## src/sha1_message_digest_defines.svh

```systemverilog
// Assertion macros for the SHA-1 digest block.
// Taken in by the files that carry concurrent assertions; needs clk and rst_n in scope.
`ifndef SHA1_MESSAGE_DIGEST_DEFINES_SVH
`define SHA1_MESSAGE_DIGEST_DEFINES_SVH

// Same-cycle implication, checked out of reset.
`define SHA1_ASSERT_NOW(label, ante, cons, msg) \
  label: assert property (@(posedge clk) disable iff (!rst_n) (ante) |-> (cons)) \
    else $error(msg);

// Next-cycle implication, checked out of reset.
`define SHA1_ASSERT_NEXT(label, ante, cons, msg) \
  label: assert property (@(posedge clk) disable iff (!rst_n) (ante) |=> (cons)) \
    else $error(msg);

`endif

```

## src/sha1_pkg.sv

```systemverilog
// Shared types and constants for the SHA-1 digest block.
// No dependencies; used by the round unit and the top level.
package sha1_pkg;

  // Five 32-bit words: working variables a..e, or chaining words h0..h4.
  typedef struct packed {
    logic [31:0] a;
    logic [31:0] b;
    logic [31:0] c;
    logic [31:0] d;
    logic [31:0] e;
  } vars_t;

  localparam logic [31:0] IV0 = 32'h6745_2301;
  localparam logic [31:0] IV1 = 32'hEFCD_AB89;
  localparam logic [31:0] IV2 = 32'h98BA_DCFE;
  localparam logic [31:0] IV3 = 32'h1032_5476;
  localparam logic [31:0] IV4 = 32'hC3D2_E1F0;

  localparam vars_t CHAIN_INIT = '{a: IV0, b: IV1, c: IV2, d: IV3, e: IV4};

  localparam logic [31:0] K_R0 = 32'h5A82_7999;
  localparam logic [31:0] K_R1 = 32'h6ED9_EBA1;
  localparam logic [31:0] K_R2 = 32'h8F1B_BCDC;
  localparam logic [31:0] K_R3 = 32'hCA62_C1D6;

  localparam logic [7:0] PAD_BYTE = 8'h80;
  localparam int unsigned ROUNDS = 80;
  localparam int unsigned BLOCK_WORDS = 16;

endpackage

```

## src/sha1_if.sv

```systemverilog
// Valid/ready channel interfaces for the SHA-1 digest block.
// Depends on nothing; one interface per channel direction of payload.
interface sha1_in_if;
  logic       valid;
  logic       ready;
  logic [7:0] data_byte;
  logic       has_byte;
  logic       is_last;

  modport source (output valid, output data_byte, output has_byte, output is_last,
                  input ready);
  modport sink   (input valid, input data_byte, input has_byte, input is_last,
                  output ready);
endinterface

interface sha1_out_if;
  logic        valid;
  logic        ready;
  logic [31:0] digest_word0;
  logic [31:0] digest_word1;
  logic [31:0] digest_word2;
  logic [31:0] digest_word3;
  logic [31:0] digest_word4;

  modport source (output valid, output digest_word0, output digest_word1,
                  output digest_word2, output digest_word3, output digest_word4,
                  input ready);
  modport sink   (input valid, input digest_word0, input digest_word1,
                  input digest_word2, input digest_word3, input digest_word4,
                  output ready);
endinterface

```

## src/sha1_message_digest.sv

```systemverilog
// SHA-1 digest top level: byte packing, padding sequencer, shared round unit.
// Depends on sha1_pkg, sha1_if (channels), sha1_round, sha1_message_digest_defines.svh.
//
//  channel | dir | payload                        | beat
//  in_bus  | in  | data_byte[8] has_byte is_last  | one message byte or end marker
//  out_bus | out | digest_word0..digest_word4[32] | one digest per message
//
// A plain byte beat leaves in_bus ready; a beat that fills the 64-byte block first
// runs the 80 rounds on the one round unit and one chaining add. An end beat pads
// one byte per cycle outside compressions, places the length, compresses one or two
// blocks and loads the digest before in_bus is ready again.
// Reset restores the initial chaining words and clears the length and fill.
// A stalled out_bus blocks only once a second digest waits to load.
module sha1_message_digest (
  input  logic              clk,
  input  logic              rst_n,
  sha1_in_if.sink           in_bus,
  sha1_out_if.source        out_bus
);
  import sha1_pkg::*;

  localparam logic [2:0] S_IDLE  = 3'd0;  // taking beats
  localparam logic [2:0] S_PAD80 = 3'd1;  // append the 0x80 marker
  localparam logic [2:0] S_ZPAD  = 3'd2;  // zero fill, then length
  localparam logic [2:0] S_COMP  = 3'd3;  // 80 rounds
  localparam logic [2:0] S_FIN   = 3'd4;  // chaining add
  localparam logic [2:0] S_EMIT  = 3'd5;  // load the digest register

  localparam logic [5:0] LEN_POS   = 6'd56;
  localparam logic [6:0] LAST_RND  = 7'(ROUNDS - 1);
  localparam logic [63:0] BYTE_BITS = 64'd8;

  logic [2:0]  state_r, state_nxt;
  logic [2:0]  after_r, after_nxt;   // where to go once a compression finishes
  logic [6:0]  round_r, round_nxt;
  logic [5:0]  fill_r, fill_nxt;
  logic [63:0] bits_r, bits_nxt;
  vars_t       h_r, h_nxt;
  vars_t       v_r, v_nxt;
  logic [31:0] w_r   [BLOCK_WORDS];  // block words, then the schedule window
  logic [31:0] w_nxt [BLOCK_WORDS];

  logic        out_valid_r, out_valid_nxt;
  vars_t       dig_r, dig_nxt;

  vars_t       v_round;
  logic [31:0] sched_new;

  logic        in_take;
  logic        put_en;
  logic [7:0]  put_byte;
  logic [31:0] put_word;
  logic [5:0]  fill_inc;

  sha1_round u_round (
    .round_i (round_r),
    .vars_i  (v_r),
    .w0_i    (w_r[0]),
    .w2_i    (w_r[2]),
    .w8_i    (w_r[8]),
    .w13_i   (w_r[13]),
    .vars_o  (v_round),
    .sched_o (sched_new)
  );

  assign in_bus.ready = (state_r == S_IDLE);
  assign in_take      = in_bus.valid && in_bus.ready;
  assign fill_inc     = fill_r + 6'd1;

  always_comb begin
    state_nxt     = state_r;
    after_nxt     = after_r;
    round_nxt     = round_r;
    fill_nxt      = fill_r;
    bits_nxt      = bits_r;
    h_nxt         = h_r;
    v_nxt         = v_r;
    w_nxt         = w_r;
    dig_nxt       = dig_r;
    out_valid_nxt = out_valid_r && !out_bus.ready;
    put_en        = 1'b0;
    put_byte      = 8'd0;

    case (state_r)
      S_IDLE: begin
        if (in_take) begin
          if (in_bus.has_byte) begin
            put_en   = 1'b1;
            put_byte = in_bus.data_byte;
            bits_nxt = bits_r + BYTE_BITS;
          end
          if (in_bus.has_byte && fill_inc == 6'd0) begin
            state_nxt = S_COMP;
            after_nxt = in_bus.is_last ? S_PAD80 : S_IDLE;
          end else if (in_bus.is_last) begin
            state_nxt = S_PAD80;
          end
        end
      end
      S_PAD80: begin
        put_en    = 1'b1;
        put_byte  = PAD_BYTE;
        state_nxt = S_ZPAD;
        if (fill_inc == 6'd0) begin
          state_nxt = S_COMP;
          after_nxt = S_ZPAD;
        end
      end
      S_ZPAD: begin
        if (fill_r == LEN_POS) begin
          w_nxt[14] = bits_r[63:32];
          w_nxt[15] = bits_r[31:0];
          state_nxt = S_COMP;
          after_nxt = S_EMIT;
        end else begin
          put_en = 1'b1;
          if (fill_inc == 6'd0) begin
            state_nxt = S_COMP;
            after_nxt = S_ZPAD;
          end
        end
      end
      S_COMP: begin
        v_nxt     = v_round;
        round_nxt = round_r + 7'd1;
        for (int i = 0; i < BLOCK_WORDS - 1; i++) begin
          w_nxt[i] = w_r[i+1];
        end
        w_nxt[BLOCK_WORDS-1] = sched_new;
        if (round_r == LAST_RND) begin
          round_nxt = 7'd0;
          state_nxt = S_FIN;
        end
      end
      S_FIN: begin
        h_nxt.a   = h_r.a + v_r.a;
        h_nxt.b   = h_r.b + v_r.b;
        h_nxt.c   = h_r.c + v_r.c;
        h_nxt.d   = h_r.d + v_r.d;
        h_nxt.e   = h_r.e + v_r.e;
        state_nxt = after_r;
      end
      S_EMIT: begin
        if (!out_valid_r || out_bus.ready) begin
          dig_nxt       = h_r;
          out_valid_nxt = 1'b1;
          h_nxt         = CHAIN_INIT;
          bits_nxt      = 64'd0;
          fill_nxt      = 6'd0;
          state_nxt     = S_IDLE;
        end
      end
      default: begin
        state_nxt = S_IDLE;
      end
    endcase

    // Byte lane 0 opens a fresh word; later lanes merge into it.
    put_word = w_r[fill_r[5:2]] | ({24'd0, put_byte} << {2'd3 - fill_r[1:0], 3'b000});
    if (fill_r[1:0] == 2'd0) begin
      put_word = {put_byte, 24'd0};
    end

    if (put_en) begin
      w_nxt[fill_r[5:2]] = put_word;
      fill_nxt           = fill_inc;
    end

    // Every entry into the rounds starts from the current chaining words.
    if (state_r != S_COMP && state_nxt == S_COMP) begin
      v_nxt     = h_r;
      round_nxt = 7'd0;
    end
  end

  always_ff @(posedge clk) begin
    if (!rst_n) begin
      state_r     <= S_IDLE;
      after_r     <= S_IDLE;
      round_r     <= 7'd0;
      fill_r      <= 6'd0;
      bits_r      <= 64'd0;
      h_r         <= CHAIN_INIT;
      out_valid_r <= 1'b0;
    end else begin
      state_r     <= state_nxt;
      after_r     <= after_nxt;
      round_r     <= round_nxt;
      fill_r      <= fill_nxt;
      bits_r      <= bits_nxt;
      h_r         <= h_nxt;
      out_valid_r <= out_valid_nxt;
    end
  end

  always_ff @(posedge clk) begin
    v_r   <= v_nxt;
    w_r   <= w_nxt;
    dig_r <= dig_nxt;
  end

  assign out_bus.valid        = out_valid_r;
  assign out_bus.digest_word0 = dig_r.a;
  assign out_bus.digest_word1 = dig_r.b;
  assign out_bus.digest_word2 = dig_r.c;
  assign out_bus.digest_word3 = dig_r.d;
  assign out_bus.digest_word4 = dig_r.e;

`include "sha1_message_digest_defines.svh"

  `SHA1_ASSERT_NOW(a_round_range, state_r == S_COMP, round_r <= LAST_RND, "round out of range")
  `SHA1_ASSERT_NOW(a_fin_after_comp, state_r == S_FIN, round_r == 7'd0 && $past(state_r) == S_COMP, "chaining add without rounds")
  `SHA1_ASSERT_NOW(a_emit_len_pos, state_r == S_EMIT, fill_r == LEN_POS, "digest before length block")
  `SHA1_ASSERT_NEXT(a_emit_clears, state_r == S_EMIT && state_nxt == S_IDLE, out_valid_r && fill_r == 6'd0 && bits_r == 64'd0, "message state not cleared on digest")

endmodule

```

## src/sha1_round.sv

```systemverilog
// SHA-1 round datapath: one round of the compression and one schedule word.
// Depends on sha1_pkg (vars_t, round constants).
module sha1_round (
  input  logic [6:0]      round_i,
  input  sha1_pkg::vars_t vars_i,
  input  logic [31:0]     w0_i,
  input  logic [31:0]     w2_i,
  input  logic [31:0]     w8_i,
  input  logic [31:0]     w13_i,
  output sha1_pkg::vars_t vars_o,
  output logic [31:0]     sched_o
);
  import sha1_pkg::*;

  logic [31:0] f;
  logic [31:0] k;
  logic [31:0] x;

  always_comb begin
    if (round_i inside {[7'd0:7'd19]}) begin
      f = (vars_i.b & vars_i.c) | (~vars_i.b & vars_i.d);
      k = K_R0;
    end else if (round_i inside {[7'd20:7'd39]}) begin
      f = vars_i.b ^ vars_i.c ^ vars_i.d;
      k = K_R1;
    end else if (round_i inside {[7'd40:7'd59]}) begin
      f = (vars_i.b & vars_i.c) | (vars_i.b & vars_i.d) | (vars_i.c & vars_i.d);
      k = K_R2;
    end else begin
      f = vars_i.b ^ vars_i.c ^ vars_i.d;
      k = K_R3;
    end
  end

  assign vars_o.a = {vars_i.a[26:0], vars_i.a[31:27]} + f + vars_i.e + k + w0_i;
  assign vars_o.b = vars_i.a;
  assign vars_o.c = {vars_i.b[1:0], vars_i.b[31:2]};
  assign vars_o.d = vars_i.c;
  assign vars_o.e = vars_i.d;

  // W[t+16] = rotl1(W[t+13] ^ W[t+8] ^ W[t+2] ^ W[t])
  assign x       = w13_i ^ w8_i ^ w2_i ^ w0_i;
  assign sched_o = {x[30:0], x[31]};

endmodule
```

## src/flat_wrapper.sv

```systemverilog
// flat-port wrapper written by rule: the top's interface ports become plain ports
module sha1_message_digest_flat import sha1_pkg::*;
  (clk, rst_n, in_bus_valid, in_bus_data_byte, in_bus_has_byte, in_bus_is_last, in_bus_ready, out_bus_valid, out_bus_digest_word0, out_bus_digest_word1, out_bus_digest_word2, out_bus_digest_word3, out_bus_digest_word4, out_bus_ready);
  sha1_in_if in_bus_i ();
  sha1_out_if out_bus_i ();
  input  logic clk;
  input  logic rst_n;
  input wire logic [$bits(in_bus_i.valid)-1:0] in_bus_valid;
  input wire logic [$bits(in_bus_i.data_byte)-1:0] in_bus_data_byte;
  input wire logic [$bits(in_bus_i.has_byte)-1:0] in_bus_has_byte;
  input wire logic [$bits(in_bus_i.is_last)-1:0] in_bus_is_last;
  output wire logic [$bits(in_bus_i.ready)-1:0] in_bus_ready;
  output wire logic [$bits(out_bus_i.valid)-1:0] out_bus_valid;
  output wire logic [$bits(out_bus_i.digest_word0)-1:0] out_bus_digest_word0;
  output wire logic [$bits(out_bus_i.digest_word1)-1:0] out_bus_digest_word1;
  output wire logic [$bits(out_bus_i.digest_word2)-1:0] out_bus_digest_word2;
  output wire logic [$bits(out_bus_i.digest_word3)-1:0] out_bus_digest_word3;
  output wire logic [$bits(out_bus_i.digest_word4)-1:0] out_bus_digest_word4;
  input wire logic [$bits(out_bus_i.ready)-1:0] out_bus_ready;
  assign in_bus_i.valid = in_bus_valid;
  assign in_bus_i.data_byte = in_bus_data_byte;
  assign in_bus_i.has_byte = in_bus_has_byte;
  assign in_bus_i.is_last = in_bus_is_last;
  assign in_bus_ready = in_bus_i.ready;
  assign out_bus_valid = out_bus_i.valid;
  assign out_bus_digest_word0 = out_bus_i.digest_word0;
  assign out_bus_digest_word1 = out_bus_i.digest_word1;
  assign out_bus_digest_word2 = out_bus_i.digest_word2;
  assign out_bus_digest_word3 = out_bus_i.digest_word3;
  assign out_bus_digest_word4 = out_bus_i.digest_word4;
  assign out_bus_i.ready = out_bus_ready;
  sha1_message_digest u_core (.clk(clk), .rst_n(rst_n), .in_bus(in_bus_i), .out_bus(out_bus_i));
endmodule
```

## config.mk

```make
export PLATFORM = sky130hd
export DESIGN_NAME = sha1_message_digest_flat
export DESIGN_NICKNAME = d
export VERILOG_FILES = /design/src/sha1_pkg.sv /design/src/sha1_if.sv /design/src/sha1_message_digest.sv /design/src/sha1_round.sv /design/src/flat_wrapper.sv
export VERILOG_INCLUDE_DIRS = /design/src /design/src/src
export SDC_FILE = /design/constraint.sdc
export NUM_CORES = 2
export LEC_CHECK = 0
export ABC_AREA = 1
export CAP_MARGIN = 20
export CELL_PAD_IN_SITES_DETAIL_PLACEMENT = 1
export CELL_PAD_IN_SITES_GLOBAL_PLACEMENT = 2
export CORE_UTILIZATION = 38
export CTS_BUF_LIST = sky130_fd_sc_hd__clkbuf_16
export DETAILED_ROUTE_END_ITERATION = 8
export DONT_BUFFER_PORTS = 1
export MAX_ROUTING_LAYER = met4
export PLACE_DENSITY_LB_ADDON = 0.1
export REMOVE_ABC_BUFFERS = 1
export SETUP_SLACK_MARGIN = 0.15
export SYNTH_ARGS = -nofsm -noshare
export SYNTH_HDL_FRONTEND = slang
export SYNTH_SLANG_ARGS = --single-unit
```

## constraint.sdc

```tcl
create_clock -name clk -period 7.2 [get_ports clk]
set_input_delay 0.72 -clock clk [delete_from_list [all_inputs] [get_ports clk]]
set_output_delay 0.72 -clock clk [all_outputs]
set_load 0.01 [all_outputs]
```

**Yosys cells after proc, flatten, opt, wreduce, memory -nomap -nowiden**

Index checks and enable logic that the tools add are counted.

- Add/sub/neg operators: 13
- Multiply operators: 0
- Divide/modulo/power cells: 0
- $lt $le $gt $ge: 8
- Equality and inequality tests: 13
- Shifts and indexed selects: 1
- Muxes and demuxes: 53
- Bitwise operators: 16
- Reduce and logical (&&, ||, !) cells: 26

Operator list:

| cell | count |
|---|---|
| 512-bit bitwise mux | 1 |
| 512-bit 2-to-1 mux | 1 |
| 160-bit 2-to-1 mux | 3 |
| 448-bit 2-to-1 mux | 1 |
| 160-bit case mux with 2 select lines | 1 |
| 32-bit adder | 9 |
| 32-bit 2-to-1 mux | 9 |
| 64-bit 2-to-1 mux | 4 |
| 64-bit case mux with 2 select lines | 2 |
| 32-bit bitwise XOR | 5 |
| 32-bit AND | 4 |
| 32-bit binary-select mux with 4-bit select | 1 |
| 32-bit demux with 4-bit select | 1 |
| 32-bit bitwise OR | 4 |
| 64-bit by 4-bit adder with 64-bit output, second input constant | 1 |
| 3-bit 2-to-1 mux | 11 |
| 32-bit NOT | 1 |
| 8-bit by 5-bit left shift with 32-bit output | 1 |
| 31-bit 2-to-1 mux | 1 |
| 6-bit 2-to-1 mux | 3 |
| 3-bit case mux with 6 select lines | 1 |
| 8-bit 2-to-1 mux | 2 |
| 8-bit case mux with 2 select lines | 1 |
| 7-bit by 6-bit less-or-equal comparator with 1-bit output, second input constant | 2 |
| other kinds (35) | 60 |

- Register bits after elaboration: 1076
- Bits in latches: 0
- Memory bits (writable): 0
- Bits in read-only memories: 0
- Output and inout port bits: 162
- Memories: 0

**Logic depth before layout (Yosys ltp)**

- Depth in word-level cells: 12
- Gate-level depth with buffers: 35

**Hierarchy**

A second synthesis with hierarchy kept.

- Cells, all modules: 10273
- Area, all modules: 69800.7 µm²

Modules (own cells, without submodules):

| module | times used | cells an instance | area an instance (µm²) | seq. area each (µm²) |
|---|---|---|---|---|
| sha1_message_digest | 1 | 9211 | 61908.1 | 24683.7 |
| sha1_round | 1 | 1062 | 7892.6 | 0.0 |

**Worst setup path after synthesis**

OpenSTA, ideal clock, no wires.

- Path kind: register to register
- Start point: register u_core.fill_r[0]
- End point: register u_core.v_r[0] (netlist bit), enable pin
- Data arrival time: 4.645 ns
- Required time: 5.879 ns
- Path slack: 1.234 ns
- Stages on the path, launching flop included: 13
- Path through: dfxtp_1 -> clkbuf_1 -> clkinv_1 -> ha_1 -> nand3_2 -> nor2_4 -> inv_2 -> nand2_1 -> nor4_2 -> nand2_2 -> buf_1 -> nand2_1 -> nand2_1

- Longest elaborated chain between the ends: 9
- Elaborated cells on any way between the ends: 13
- Classes of those cells: add/sub: 1; eq/ne: 2; mux: 6; reduce/logical: 4

Ends and longest elaborated chain:

| what | RTL line | source |
|---|---|---|
| from (decl) | sha1_message_digest.sv:36 | `logic [5:0] fill_r, fill_nxt;` |
| from (signal assigned) | sha1_message_digest.sv:189 | `fill_r <= fill_nxt;` |
| 6-bit by 1-bit adder with 6-bit output | sha1_message_digest.sv:68 | `assign fill_inc = fill_r + 6'd1;` |
| 6-bit logical NOT | sha1_message_digest.sv:92, sha1_message_digest.sv:104, sha1_message_digest.sv:117 |  |
| 1-bit logical AND | sha1_message_digest.sv:92 | `if (in_bus.has_byte && fill_inc == 6'd0) begin` |
| 3-bit 2-to-1 mux | sha1_message_digest.sv:92 |  |
| 3-bit 2-to-1 mux | sha1_message_digest.sv:86 | `if (in_take) begin` |
| 3-bit case mux with 6 select lines (*) | sha1_message_digest.sv:84 | `case (state_r)` |
| 3-bit by 2-bit equality test with 1-bit output (*) | sha1_message_digest.sv:170 | `if (state_r != S_COMP && state_nxt == S_COMP) begin` |
| 1-bit logical AND (*) | sha1_message_digest.sv:170 |  |
| 2-bit nonzero test (no line) (*) | n/a |  |
| to (signal assigned) | sha1_message_digest.sv:197 | `v_r <= v_nxt;` |
| to (decl) | sha1_message_digest.sv:39 | `vars_t v_r, v_nxt;` |

Every way passes the cells marked *; elsewhere a longest branch is shown, timed or not.
A chain may end at the register's enable or synchronous reset.

==> metrics.txt <==
status complete, no violations; leakage power 29.11 nW; core area 0.1693 mm²; CTS max path bufs 3; max_cap viols 0; total CTS buffers 135; hold path startpoint rst_n; Synth area leader dfxtp_1; clock latency on the worst-skew pair roughly 0.84 ns; CP Data Arrival Time 6.68 ns; GRT Overall Usage 0.3572; final wirelength 306.8 mm; clock root buffer clkbuf_16; commonest cells after routing, fill and taps aside 2,314 x nand2_1, 782 x a21oi_1, 756 x inv_1, 753 x dfxtp_1, 659 x o21ai_0; GPL Wtd Cong roughly 0.99; Synth top area share 0.2326; kind of critical path reg -> reg; CP Capture Type flop; post-synthesis async set-or-reset flop share 0; largest net degree at the start of global routing 212; max frequency ~0.16 GHz; hpwl dp roughly 220 mm; fin. max-slew vios 0; initial antenna violation count 6; VDD IR-drop max 269.1 µV; CP max FO 28; Ys Warns 0; hold slack final ~0.071 ns; final worst setup slack 1.077 ns; unrepaired setup endpoints after global routing false; Syn Area/Cell 7.377 µm²; fin crit share 0.8504; Area Overhead vs Synth 9.280%; CTS clock-pin slew for the worst setup and hold paths roughly 0.06 ns; hold crit path type in -> reg; Die Area around 0.17 mm²; clk sink count between 1,000 and 1,500; detailed-route DRC error count 0; post-synthesis instance area approximately 0.065 mm²; RR Endpoint u_core.v_r[153]$_DFFE_PP_; Final ANT Viol Nets 0; total power roughly 20 mW; Top delay family on crit path adder cells; # setup viols final 0; setup TNS 0 ns; row cnt 151; Min-Delay Path Depth 2; register area share after synthesis 0.3809; Worst Hold End u_core.h_r[130]$_SDFFE_PN0P_; CP max-delay cell fa_1; commonest non-fill, non-tap cell in the layout nand2_1; Top FF cell, synth dfxtp_1; vias per cell 5.946; minimum clock period about 6.1 ns; P per Cell Area 290.9 mW/mm²; Hold Vio Cnt, Final 0; WP buf/inv 5; Worst Path Required about 7.8 ns; die width around 410 µm; EDFF count, synth 320; final core occ 0.4183; Gate Count Post-Synth 8,784; IO Count 176; Placed Instances approximately 11,000; reg2reg start u_core.round_r[0]$_SDFFE_PP0P_; post-CTS resize count 0; Nets around 8,900; drt pass-1 iters 6; global-route wire length before repair between 400 and 500 mm; DR vias between 60,000 and 70,000; final non-filler cell total 10,860; Worst slew margin 0.2118; worst slack, placed between 1 and 1.5 ns; fin area a little over 0.07 mm²; Worst R2R Path Depth 25; PortBufs 0; skew final about 0.052 ns; CTS tree yes; fraction of layout cells with a size suffix above 1 0.06161; First DRT Iteration DRCs about 6,000; initial core utilization 0.3828; H-tree depth 4; vias in the first global route 62,600; Die Ht approximately 410 µm; top cells by area, synth dfxtp_1 23%, edfxtp_1 15%, nand2_1 13%; Slowest Stage Delay on Critical Path around 0.53 ns; dpl cell area approximately 0.067 mm²; grt ovf 0; worst slew pin tran between 1 and 1.5 ns; Yosys cell types 59; FF+latch count, synth 1,073; FF-to-FF setup slack approximately 1.1 ns; most used cell, CP nand2_1; wire per inst 28.26 µm; Worst setup SP type flop
-- worst max-delay path by stage --
stage,from,endpoint,slack [ns],cells after the start
6_report,u_core.round_r[0]$_SDFFE_PP0P_,u_core.v_r[153]$_DFFE_PP_,1.08,25
5_1_grt,u_core.round_r[0]$_SDFFE_PP0P_,u_core.v_r[153]$_DFFE_PP_,0.59,25
4_1_cts,u_core.round_r[0]$_SDFFE_PP0P_,u_core.v_r[153]$_DFFE_PP_,1.06,25
3_5_place_dp,u_core.round_r[0]$_SDFFE_PP0P_,u_core.v_r[153]$_DFFE_PP_,1.10,25
3_3_place_gp,u_core.round_r[0]$_SDFFE_PP0P_,u_core.v_r[153]$_DFFE_PP_,1.15,25
2_1_floorplan,u_core.state_r[0]$_SDFF_PN0_,u_core.v_r[0]$_DFFE_PP_,-25.85,7
-- Yosys cell counts (56+ instances only) --
cell type  number
buf_2         106
dfxtp_1       753
clkbuf_1      336
a21oi_1       782
nor2_1        547
xnor2_1        79
o21ai_0       659
ha_1          225
o22ai_1       265
edfxtp_1      320
o31ai_1        58
a31o_2        112
nand3_1       418
o211ai_1       56
inv_1         732
nand4_1       272
fa_1          120
nand2_1      2318
nor3_1         74
xor2_1         81
-- per-layer routing --
layer | up-vias | part of all wire | track usage
met3 | 398 | 0.067 | 0.04905
met2 | 2139 | 0.42 | 0.5132
met1 | 32530 | 0.48 | 0.5171
met5 | - | 0 | -
met4 | 0 | 0.030 | 0.1049
li1 | 29500 | - | -
-- registers in the layout (all words and copies together) (netlist names) --
signal,cells
u_core.state_r,3
u_core.out_bus.digest_word2,32
u_core.out_bus.digest_word0,32
u_core.out_bus.valid,1
u_core.fill_r,6
u_core.out_bus.digest_word4,32
u_core.h_r,160
u_core.bits_r,61
u_core.out_bus.digest_word3,32
u_core.round_r,7
u_core.w_r,512
u_core.after_r,3
u_core.out_bus.digest_word1,32
u_core.v_r,160
-- layout make-up --
class / instances / area, µm²
Clock buffer: 138 / 3453
Fill cell: 20860 / 98470
Inverter: 758 / 2878
Timing Repair Buffer: 99 / 955.9
Tap cell: 2218 / 2775
Antenna cell: 6 / 15.01
Multi-Input combinational cell: 6462 / 35310
Clock inverter: 105 / 748.2
Sequential cell: 1073 / 24680
-- where the power goes --
group	internal (mW)	leakage (nW)	switching (mW)	total (mW)
Clock	3.75	2.19	2.96	6.71
Sequential	7.25	9.09	0.943	8.19
Combinational	2.16	17.8	3.54	5.70
Total	13.2	29.1	7.45	20.6
-- repair_timing --
action | 4_1_cts | 5_1_grt
endpoints found under the hold margin | 3 | 0
setup buffers | 0 | 0
hold buffers | 2 | 0
-- worst reg2reg max path, stage by stage, from the launching register on --
cell,delay (ns)
dfxtp_1,0.34
ha_1,0.29
nand2_1,0.12
nand4_1,0.14
nand2_1,0.11
inv_1,0.14
nor2_1,0.44
inv_2,0.39
o22ai_1,0.22
a21oi_1,0.09
fa_1,0.53
inv_1,0.05
fa_1,0.53
fa_1,0.42
inv_1,0.08
ha_1,0.16
inv_1,0.06
fa_1,0.51
o31ai_1,0.53
nand3_1,0.20
nand3_1,0.19
nand2_1,0.07
nand2_1,0.07
xor2_1,0.07
nand2_1,0.07
nand2_1,0.05
-- logic make-up (layout without fill, tap and decap cells) --
logic type / count (synthesis) / in the layout / share of synthesized area
AND/OR/NAND/NOR: 3755 / 3755 / 0.2440
AO/OA/AOI/OAI: 2194 / 2194 / 0.1958
buffers and inverters: 1249 / 1100 / 0.07590
flip-flops: 1073 / 1073 / 0.3809
adder cells (fa/ha/maj): 345 / 345 / 0.08052
XOR/XNOR: 160 / 160 / 0.02163
multiplexers: 8 / 8 / 0.001236
other: 0 / 6 / 0
No activity file was read; power rests on OpenSTA's default activity.
